<file path="config.mk">
export PLATFORM = sky130hd
export DESIGN_NAME = cp850_to_utf8_transcoder_core
export DESIGN_NICKNAME = d
export VERILOG_FILES = /design/src/hdl/c850u_pkg.sv /design/src/hdl/cp850_to_utf8_transcoder_core.sv /design/src/hdl/c850u_encode.sv
export SDC_FILE = /design/constraint.sdc
export NUM_CORES = 1
export LEC_CHECK = 0
export ABC_AREA = 1
export BUFFER_PORTS_ARGS = -buffer_cell sky130_fd_sc_hd__buf_2
export CAP_MARGIN = 20
export CORE_MARGIN = 2
export CORE_UTILIZATION = 60
export CTS_BUF_LIST = sky130_fd_sc_hd__clkbuf_4 sky130_fd_sc_hd__clkbuf_8 sky130_fd_sc_hd__clkbuf_16
export DETAILED_ROUTE_END_ITERATION = 8
export PLACE_DENSITY = 0.88
export SLEW_MARGIN = 20
export SYNTH_ARGS = -nofsm -noshare
export SYNTH_HDL_FRONTEND = slang
export SYNTH_HIERARCHICAL = 1
export SYNTH_SLANG_ARGS = --single-unit
</file>
<file path="constraint.sdc">
create_clock -name clk_i -period 6.16 [get_ports clk_i]
set_input_delay 1.232 -clock clk_i [delete_from_list [all_inputs] [get_ports clk_i]]
set_output_delay 1.232 -clock clk_i [all_outputs]
set_load 0.02 [all_outputs]
</file>
<file path="src/hdl/c850u_pkg.sv">
`default_nettype none

package c850u_pkg;

  // Unicode code points of the upper half of code page 850, indexed by byte minus 0x80.
  localparam logic [15:0] CP850_UPPER [128] = '{
    16'h00C7, 16'h00FC, 16'h00E9, 16'h00E2, 16'h00E4, 16'h00E0, 16'h00E5, 16'h00E7,
    16'h00EA, 16'h00EB, 16'h00E8, 16'h00EF, 16'h00EE, 16'h00EC, 16'h00C4, 16'h00C5,
    16'h00C9, 16'h00E6, 16'h00C6, 16'h00F4, 16'h00F6, 16'h00F2, 16'h00FB, 16'h00F9,
    16'h00FF, 16'h00D6, 16'h00DC, 16'h00F8, 16'h00A3, 16'h00D8, 16'h00D7, 16'h0192,
    16'h00E1, 16'h00ED, 16'h00F3, 16'h00FA, 16'h00F1, 16'h00D1, 16'h00AA, 16'h00BA,
    16'h00BF, 16'h00AE, 16'h00AC, 16'h00BD, 16'h00BC, 16'h00A1, 16'h00AB, 16'h00BB,
    16'h2591, 16'h2592, 16'h2593, 16'h2502, 16'h2524, 16'h00C1, 16'h00C2, 16'h00C0,
    16'h00A9, 16'h2563, 16'h2551, 16'h2557, 16'h255D, 16'h00A2, 16'h00A5, 16'h2510,
    16'h2514, 16'h2534, 16'h252C, 16'h251C, 16'h2500, 16'h253C, 16'h00E3, 16'h00C3,
    16'h255A, 16'h2554, 16'h2569, 16'h2566, 16'h2560, 16'h2550, 16'h256C, 16'h00A4,
    16'h00F0, 16'h00D0, 16'h00CA, 16'h00CB, 16'h00C8, 16'h0131, 16'h00CD, 16'h00CE,
    16'h00CF, 16'h2518, 16'h250C, 16'h2588, 16'h2584, 16'h00A6, 16'h00CC, 16'h2580,
    16'h00D3, 16'h00DF, 16'h00D4, 16'h00D2, 16'h00F5, 16'h00D5, 16'h00B5, 16'h00FE,
    16'h00DE, 16'h00DA, 16'h00DB, 16'h00D9, 16'h00FD, 16'h00DD, 16'h00AF, 16'h00B4,
    16'h00AD, 16'h00B1, 16'h2017, 16'h00BE, 16'h00B6, 16'h00A7, 16'h00F7, 16'h00B8,
    16'h00B0, 16'h00A8, 16'h00B7, 16'h00B9, 16'h00B3, 16'h00B2, 16'h25A0, 16'h00A0
  };

  localparam logic [15:0] OneByteLimit = 16'h0080;
  localparam logic [15:0] TwoByteLimit = 16'h0800;
  localparam logic [2:0]  Lead2Tag     = 3'b110;
  localparam logic [3:0]  Lead3Tag     = 4'b1110;
  localparam logic [1:0]  ContTag      = 2'b10;

  // Index of the final byte of a run.
  typedef enum logic [1:0] {
    LAST_IS_0 = 2'd0,
    LAST_IS_1 = 2'd1,
    LAST_IS_2 = 2'd2
  } last_idx_e;

  // One encoded character: up to three bytes in transmission order.
  typedef struct packed {
    logic [2:0][7:0] bytes;
    last_idx_e       last_idx;
  } run_t;

endpackage

`default_nettype wire

</file>
<file path="src/hdl/cp850_to_utf8_transcoder_core.sv">
`default_nettype none

// Code page 850 to UTF-8 transcoder. Each input item is one code page 850 byte; the block
// returns its UTF-8 encoding as one to three output items, one byte each, with last_of_char_o
// set on the final byte of the character. ASCII bytes pass through as one item; upper-half
// bytes become two or three items through a fixed 128-entry code point table. Items move on
// valid/stall handshakes and are taken when valid is high and stall is low. The block has
// three register stages (input, run, output), so the first byte of a character passes through
// the input and run registers into the output register before it can leave. Throughput is
// set by the one-byte output register draining the run register: an ASCII item every cycle
// while the output does not stall, while an upper-half item holds the run register until its
// last byte has moved on. There is no state between characters and nothing to configure.
module cp850_to_utf8_transcoder_core (
  input  wire logic       clk_i,
  input  wire logic       rst_ni,

  input  wire logic       in_valid_i,
  output logic            in_stall_o,
  input  wire logic [7:0] code_byte_i,

  output logic            out_valid_o,
  input  wire logic       out_stall_i,
  output logic [7:0]      utf8_byte_o,
  output logic            last_of_char_o
);
  import c850u_pkg::*;

  // Input register.
  logic       a_vld_q;
  logic [7:0] a_code_q;

  // Run register: the encoded character and the index of the byte to send next.
  logic       b_vld_q;
  run_t       b_run_q;
  logic [1:0] b_idx_q, b_idx_d;

  // Output register.
  logic       o_vld_q;
  logic [7:0] o_byte_q;
  logic       o_last_q;

  run_t enc_run;
  logic o_load, b_last, b_free, a_free, in_take;

  c850u_encode u_encode (
    .code_i (a_code_q),
    .run_o  (enc_run)
  );

  // The output register takes a byte whenever it is empty or its byte leaves this cycle.
  assign o_load = b_vld_q && (!o_vld_q || !out_stall_i);
  // The run register frees up once its final byte moves to the output register.
  assign b_last = (b_idx_q == b_run_q.last_idx);
  assign b_free = !b_vld_q || (o_load && b_last);
  // The input register hands its byte on as soon as the run register frees up.
  assign a_free = !a_vld_q || b_free;
  assign in_take = in_valid_i && a_free;

  assign in_stall_o = !a_free;

  always_comb begin
    b_idx_d = b_idx_q;
    if (b_free) begin
      b_idx_d = '0;
    end else if (o_load) begin
      b_idx_d = b_idx_q + 2'd1;
    end
  end

  always_ff @(posedge clk_i or negedge rst_ni) begin
    if (!rst_ni) begin
      a_vld_q <= 1'b0;
      b_vld_q <= 1'b0;
      b_idx_q <= '0;
      o_vld_q <= 1'b0;
    end else begin
      if (a_free) begin
        a_vld_q <= in_valid_i;
      end
      if (b_free) begin
        b_vld_q <= a_vld_q;
      end
      b_idx_q <= b_idx_d;
      if (!o_vld_q || !out_stall_i) begin
        o_vld_q <= b_vld_q;
      end
    end
  end

  // Payload registers carry no reset.
  always_ff @(posedge clk_i) begin
    if (in_take) begin
      a_code_q <= code_byte_i;
    end
    if (b_free && a_vld_q) begin
      b_run_q <= enc_run;
    end
    if (o_load) begin
      o_byte_q <= b_run_q.bytes[b_idx_q];
      o_last_q <= b_last;
    end
  end

  assign out_valid_o    = o_vld_q;
  assign utf8_byte_o    = o_byte_q;
  assign last_of_char_o = o_last_q;

endmodule

`default_nettype wire

</file>
<file path="src/hdl/c850u_encode.sv">
`default_nettype none

module c850u_encode (
  input  wire logic [7:0]    code_i,
  output c850u_pkg::run_t    run_o
);
  import c850u_pkg::*;

  logic [15:0] cp;

  assign cp = CP850_UPPER[code_i[6:0]];

  always_comb begin
    run_o.bytes    = '0;
    run_o.last_idx = LAST_IS_0;
    if (!code_i[7]) begin
      run_o.bytes[0] = code_i;
    end else if (cp < OneByteLimit) begin
      run_o.bytes[0] = cp[7:0];
    end else if (cp < TwoByteLimit) begin
      run_o.bytes[0] = {Lead2Tag, cp[10:6]};
      run_o.bytes[1] = {ContTag, cp[5:0]};
      run_o.last_idx = LAST_IS_1;
    end else begin
      run_o.bytes[0] = {Lead3Tag, cp[15:12]};
      run_o.bytes[1] = {ContTag, cp[11:6]};
      run_o.bytes[2] = {ContTag, cp[5:0]};
      run_o.last_idx = LAST_IS_2;
    end
  end

endmodule

`default_nettype wire

</file>
# ---- Word level (Yosys, flattened, before mapping)
# Memory sizes are Yosys's and may differ from the RTL's.
# Index checks and enable logic that the tools add are counted.
dict set report totals {
  ff_bits 48
  romBits 2048
  input_bits 12
  wordCells 47
  memories 1
}
# memory depth word_bits read_ports rd_clocked_by_memory_dff write_ports line_no
set memory_table {}
lappend memory_table {{(no name shown)} 128 16 1 0 0 c850u_encode.sv:11} ;# assign cp = CP850_UPPER[code_i[6:0]];
dict set report op_classes {
  add_sub_neg 1
  order_cmp 4
  n_eq_ne 1
  mux 10
  bitwise_logic 2
  n_reduce_logical 15
}
# cell n
set op_table {}
lappend op_table {{16-bit 2-to-1 mux} 3}
lappend op_table {{8-bit 2-to-1 mux} 3}
lappend op_table {{8-bit binary-select mux with 2-bit select} 1}
lappend op_table {{16-bit by 12-bit less-than comparator with 1-bit output, second input constant} 1}
lappend op_table {{16-bit by 8-bit less-than comparator with 1-bit output, second input constant} 1}
lappend op_table {{8-bit greater-or-equal comparator, second input constant} 1}
lappend op_table {{7-bit NOT with 8-bit output} 1}
lappend op_table {{7-bit 2-to-1 mux} 1}
lappend op_table {{1-bit zero test} 5}
lappend op_table {{1-bit logical AND} 4}
lappend op_table {{2-bit 2-to-1 mux} 2}
lappend op_table {{1-bit logical OR} 3}
lappend op_table {{2-bit by 3-bit less-than comparator with 1-bit output, second input constant} 1}
lappend op_table {{3-bit OR reduction} 1}
lappend op_table {{2-bit by 1-bit adder with 2-bit output, second input constant} 1}
lappend op_table {{2-bit equality test} 1}
lappend op_table {{2-bit nonzero test} 1}
lappend op_table {{2-bit OR reduction} 1}
lappend op_table {{1-bit NOT} 1}

# ---- Longest topological paths before layout
dict set report logic_depth {
  ltp_word 8
  ltp_mapped 15
  mapped_depth_nobuf 15
}

# ---- Hierarchy
# Netlist, hierarchy kept.
# mod n_inst cells_per_inst area_per_inst_um2 seq_area_each_um2
set by_module_without_submodules {}
lappend by_module_without_submodules {cp850_to_utf8_transcoder_core 1 119 1769.2 1416.4}
lappend by_module_without_submodules {c850u_encode 1 359 1712.9 0.0}

# ---- Least setup slack after synthesis
# OpenSTA, ideal clock, no wires.
dict set report synth_timing {
  path_type {input to register}
  from {input out_stall_i}
  to {register b_run_q[0] (netlist name), enable pin}
  arrival_time_ns 2.758
  required_ns 5.742
  setup_slack_ns 2.984
  path_stages 3
  path_buffers 0
  cell_sequence {nand2_1 nand3_4 a21oi_1}
}
dict set report synth_via {
  elab_chain_cells 6
}
# element line_no
set synth_lines {}
lappend synth_lines {{start: declaration} cp850_to_utf8_transcoder_core.sv:22} ;# input wire logic out_stall_i,
lappend synth_lines {{1-bit zero test} cp850_to_utf8_transcoder_core.sv:51} ;# assign o_load = b_vld_q && (!o_vld_q || !out_stall_i);
lappend synth_lines {{1-bit logical OR} cp850_to_utf8_transcoder_core.sv:51}
lappend synth_lines {{1-bit logical AND} cp850_to_utf8_transcoder_core.sv:51}
lappend synth_lines {{1-bit logical AND} cp850_to_utf8_transcoder_core.sv:54} ;# assign b_free = !b_vld_q || (o_load && b_last);
lappend synth_lines {{1-bit logical OR} cp850_to_utf8_transcoder_core.sv:54}
lappend synth_lines {{1-bit logical AND} cp850_to_utf8_transcoder_core.sv:95} ;# if (b_free && a_vld_q) begin
lappend synth_lines {{end signal: assignment} cp850_to_utf8_transcoder_core.sv:96} ;# b_run_q <= enc_run;
lappend synth_lines {{end: declaration} cp850_to_utf8_transcoder_core.sv:34} ;# run_t b_run_q;
# Every way passes these cells.
# A chain may end at the register's enable or synchronous reset.

# ---- Final worst setup path
dict set report layout_timing {
  from {input out_stall_i}
  to {output in_stall_o}
}
dict set report layout_via {
  elab_chain_cells 7
}
# element line_no
set layout_lines {}
lappend layout_lines {{1-bit zero test} cp850_to_utf8_transcoder_core.sv:51}
lappend layout_lines {{1-bit logical OR} cp850_to_utf8_transcoder_core.sv:51}
lappend layout_lines {{1-bit logical AND} cp850_to_utf8_transcoder_core.sv:51}
lappend layout_lines {{1-bit logical AND} cp850_to_utf8_transcoder_core.sv:54}
lappend layout_lines {{1-bit logical OR} cp850_to_utf8_transcoder_core.sv:54}
lappend layout_lines {{1-bit logical OR} cp850_to_utf8_transcoder_core.sv:56} ;# assign a_free = !a_vld_q || b_free;
lappend layout_lines {{1-bit zero test} cp850_to_utf8_transcoder_core.sv:59} ;# assign in_stall_o = !a_free;
lappend layout_lines {{end: declaration} cp850_to_utf8_transcoder_core.sv:18} ;# output logic in_stall_o,
# Every way passes these cells.

==> impl_summary.txt <==
----------------------------------------------------
[Clocking]
  Hold buffer count at cts ... 0
  Inserted Clock Buffers ... 5
  Number of post-CTS setup repair buffers ... 0
  Master cell of the clock root buffer ... sky130_fd_sc_hd__clkbuf_8
  Clock tree buffer depth ... 2
  TritonCTS clock tree ... built
  Total of cells resized after clock tree synthesis ... 0
  Number of H-tree levels ... 2
  Clk sinks ... 48
  Later-pin clock latency in the skew report ... 300 ps
  Clk slew on worst S/H paths ... 90 ps

[Worst setup path]
  Kind of launch point of the worst setup path ... input pin
  Worst reg2reg setup slack ... 3300 ps
  Kind of critical path ... in2out
  Worst setup EP type ... primary output
  Capture point of the critical path ... in_stall_o
  CP Data Required Time ... 4930 ps
  Critical Path AT ... 1850 ps
  Maximum fanout along the worst path ... 3
  Startpoint of the most critical register-to-register path ... a_code_q[1]$_DFFE_PP_
  Endpoint of the most critical register-to-register path ... b_run_q[7]$_DFFE_PP_
  Worst Setup SP ... out_stall_i
  Count of cells along the worst register-to-register path ... 12

[Placed design]
  Port bufs ... 22
  Final Wtd Congestion ... 0.997
  Place WS ... 3070 ps
  Hpwl dp ... 6.93 mm

[Hold path]
  Worst min-delay path startpoint ... a_vld_q$_DFFE_PN0P_
  Type of the worst min-delay path ... reg2reg

[Route]
  Per-cell via count in the routed design ... 6.16
  Total routed wirelength ... 9.65 mm
  Remaining number of nets flagged by the antenna check after routing ... 0
  Vias ... 3448
  Number of optimization iterations in the first detailed-route pass ... 5
  Mean routed wirelength per cell ... 17.2 microns
  Final routed DRC violation total ... 0
  Iteration-0 DRC Markers ... 443

[Logic synthesis]
  Number of synthesized flops with an enable pin ... 43
  Mean area per synthesized cell ... 7.28 sq um
  Synthesized-area fraction occupied by ao, oa, aoi and oai cells ... 12.2%
  Synth Instances ... 478
  Post-synthesis share of cell area spent on full adders, half adders and majority gates ... 3.23%
  Post-synth design cell area ... 3480 sq um
  Count of warnings emitted by yosys ... 6
  Top flip-flop cell by instance count after synthesis ... sky130_fd_sc_hd__edfxtp_1
  Area leader, netlist ... sky130_fd_sc_hd__edfxtp_1
  Most instantiated library cell after synthesis ... sky130_fd_sc_hd__nand2_1
  Largest cells by area after synthesis ... sky130_fd_sc_hd__edfxtp_1, sky130_fd_sc_hd__nand2_1, sky130_fd_sc_hd__nand3_1, sky130_fd_sc_hd__o21ai_0, sky130_fd_sc_hd__nor2_1
  Most instantiated cells after synthesis ... sky130_fd_sc_hd__nand2_1, sky130_fd_sc_hd__nand3_1, sky130_fd_sc_hd__edfxtp_1
  Number of storage elements in the synthesis netlist ... 48
  Async set-or-reset flop fraction in the synthesized netlist ... 10.4%
  Area share of the largest cell type after synthesis ... 37.1%
  XOR/XNOR share of the synthesized area ... 0%
  Post-synthesis share of cell area spent on and, or, nand and nor gates ... 35.0%
  Distinct cell type count after synthesis ... 31
  Multiplexer share of the synthesized area ... 0%
  Combinational family with the most area after synthesis ... simple AND/OR/NAND/NOR gates
  Seq/Total Area, Yosys ... 40.7%

[Floorplan]
  Row count ... 27
  Area enclosed by the die boundary ... 6430 sq um
  Number of I/O pins ... 23
  Vertical extent of the die ... 80.2 microns
  Starting density of the core ... 62.9%
  Area of the core ... 5540 sq um
  Die span in x ... 80.2 microns

[Timing]
  Final Cycle Share ... 50.1%
  RSZ-0062 raised after global routing ... no
  Number of endpoints with negative hold slack in the final report ... 0
  Maximum clock rate ... 324 MHz
  Final min period ... 3090 ps
  Max-slew headroom ... 44.4%
  Final sum of negative setup slack ... 0 ps
  Count of final max-slew check failures ... 0
  Transition time of the tightest slew-check pin ... 831 ps
  Total setup violations reported at the end of the flow ... 0
  Setup slack after layout ... 3070 ps
  Worst setup skew after layout ... 11.1 ps

[Global route]
  Global routing usage on met3 ... 5.06%
  Wire length of the first global-routing pass ... 15.4 mm
  Initial antenna violation count ... 0
  Total congestion overflow ... 0
  Grt met2 use ... 52.4%
  Met1 routing resource usage after global routing ... 37.5%
  Busiest layer in global routing ... met2
  Largest net degree at the start of global routing ... 39
  Via count of the first global-routing pass ... 3197
  Total GRT Usage ... 31.4%

[Finish]
  Fraction of layout instances using a drive strength above 1 ... 12.9%
  Antenna fix cells ... 0
  Number of nets in the layout ... 508
  Area growth from synthesis to layout ... 5.46%

[Pwr]
  Comb power frac ... 41.8%
  Leakage dissipation ... 1.65 nW
  Pwr dens ... 349 nW/um^2
  Max rail drop VDD ... 0.231 mV
  Total internal power ... 0.733 mW
  Clock network power share ... 17.6%
  Proportion of power drawn by flip-flops and latches ... 40.6%
  Net load switching power ... 0.550 mW
  Net Sw Frac ... 42.9%

[Flow run]
  Max-cap violation count ... 0

[Outcome]
  Status ... completed

----------------------------------------------------
[worst min path at each step]
stage / to / slack (ps) / cells past startpoint
finish: b_vld_q$_DFFE_PN0P_ / 510 / 2
global route: b_vld_q$_DFFE_PN0P_ / 540 / 2
CTS: b_vld_q$_DFFE_PN0P_ / 520 / 2
detailed placement: b_vld_q$_DFFE_PN0P_ / 500 / 2
global placement: b_vld_q$_DFFE_PN0P_ / 490 / 2
floorplan: b_vld_q$_DFFE_PN0P_ / 470 / 2
[per-stage QoR]
| stage | power (mW) | util (%) | cell area, sq um | hold WS, ps | cells |
|---|---|---|---|---|---|
| floorplan | 0.919 | - | 3490 | 469 | 479 |
| global placement | 1.03 | 64.3 | 3560 | 491 | 552 |
| detailed placement | 1.05 | 64.3 | 3560 | 502 | 552 |
| CTS | 1.27 | 66.3 | 3670 | 522 | 560 |
| global route | 1.36 | 66.3 | 3670 | 542 | 560 |
| finish | 1.28 | 66.3 | 3670 | 508 | 560 |
[worst max-delay path, cell delays in order]
cell and delay, ps:
sky130_fd_sc_hd__buf_2 90, sky130_fd_sc_hd__nand2_1 140, sky130_fd_sc_hd__nand3_4 110, sky130_fd_sc_hd__nand3_2 90
sky130_fd_sc_hd__inv_1 40, sky130_fd_sc_hd__buf_2 150
[flip-flops by register name (all words and copies together), names as in the netlist]
signal	count
last_of_char_o	1
utf8_byte_o	8
a_code_q	8
b_idx_q	2
b_vld_q	1
out_valid_o	1
a_vld_q	1
b_run_q	26
[area by class of cell]
cell class / instances / area (sq um)
sequential: 48 / 1420
multi-input combinational: 366 / 1770
tap: 72 / 90.1
clock buffer: 5 / 68.8
fill: 485 / 1870
clock inverter: 3 / 42.5
inverter: 41 / 154
timing repair buffer: 25 / 133
[metal layers]
layer | share of wire, % | up-vias
li1 | - | 1626
met1 | 38 | 1537
met2 | 47 | 230
met3 | 9.1 | 55
met4 | 5.7 | 0
met5 | 0 | -
[power groups by stage]
stage	clock network, mW	logic (mW)	registers [mW]
finish	0.226	0.536	0.520
global route	0.239	0.593	0.530
CTS	0.228	0.525	0.520
detailed placement	0	0.522	0.528
global placement	0	0.509	0.524
floorplan	0	0.399	0.521
[layout by cell type, fill, tap and decap left out, types with 4 or more instances in the layout]
cell type	count
sky130_fd_sc_hd__o21ai_1	7
sky130_fd_sc_hd__clkbuf_8	5
sky130_fd_sc_hd__ha_1	9
sky130_fd_sc_hd__nor3_1	4
sky130_fd_sc_hd__nor2_2	7
sky130_fd_sc_hd__nand2_1	145
sky130_fd_sc_hd__a21oi_1	21
sky130_fd_sc_hd__nand3_1	56
sky130_fd_sc_hd__buf_2	22
sky130_fd_sc_hd__inv_1	29
sky130_fd_sc_hd__o211ai_1	6
sky130_fd_sc_hd__edfxtp_1	43
sky130_fd_sc_hd__nand4_1	10
sky130_fd_sc_hd__inv_2	12
sky130_fd_sc_hd__o21ai_0	40
sky130_fd_sc_hd__dfrtp_1	5
sky130_fd_sc_hd__nor2_1	41
[cell families (layout without fill, tap and decap cells)]
group,Yosys count,count (layout)
flops,48,48
simple gates,275,275
other cells,1,2
fa+ha+maj,9,9
buf+inv,65,74
compound gates,80,80
No activity file was read; power rests on OpenSTA's default activity.
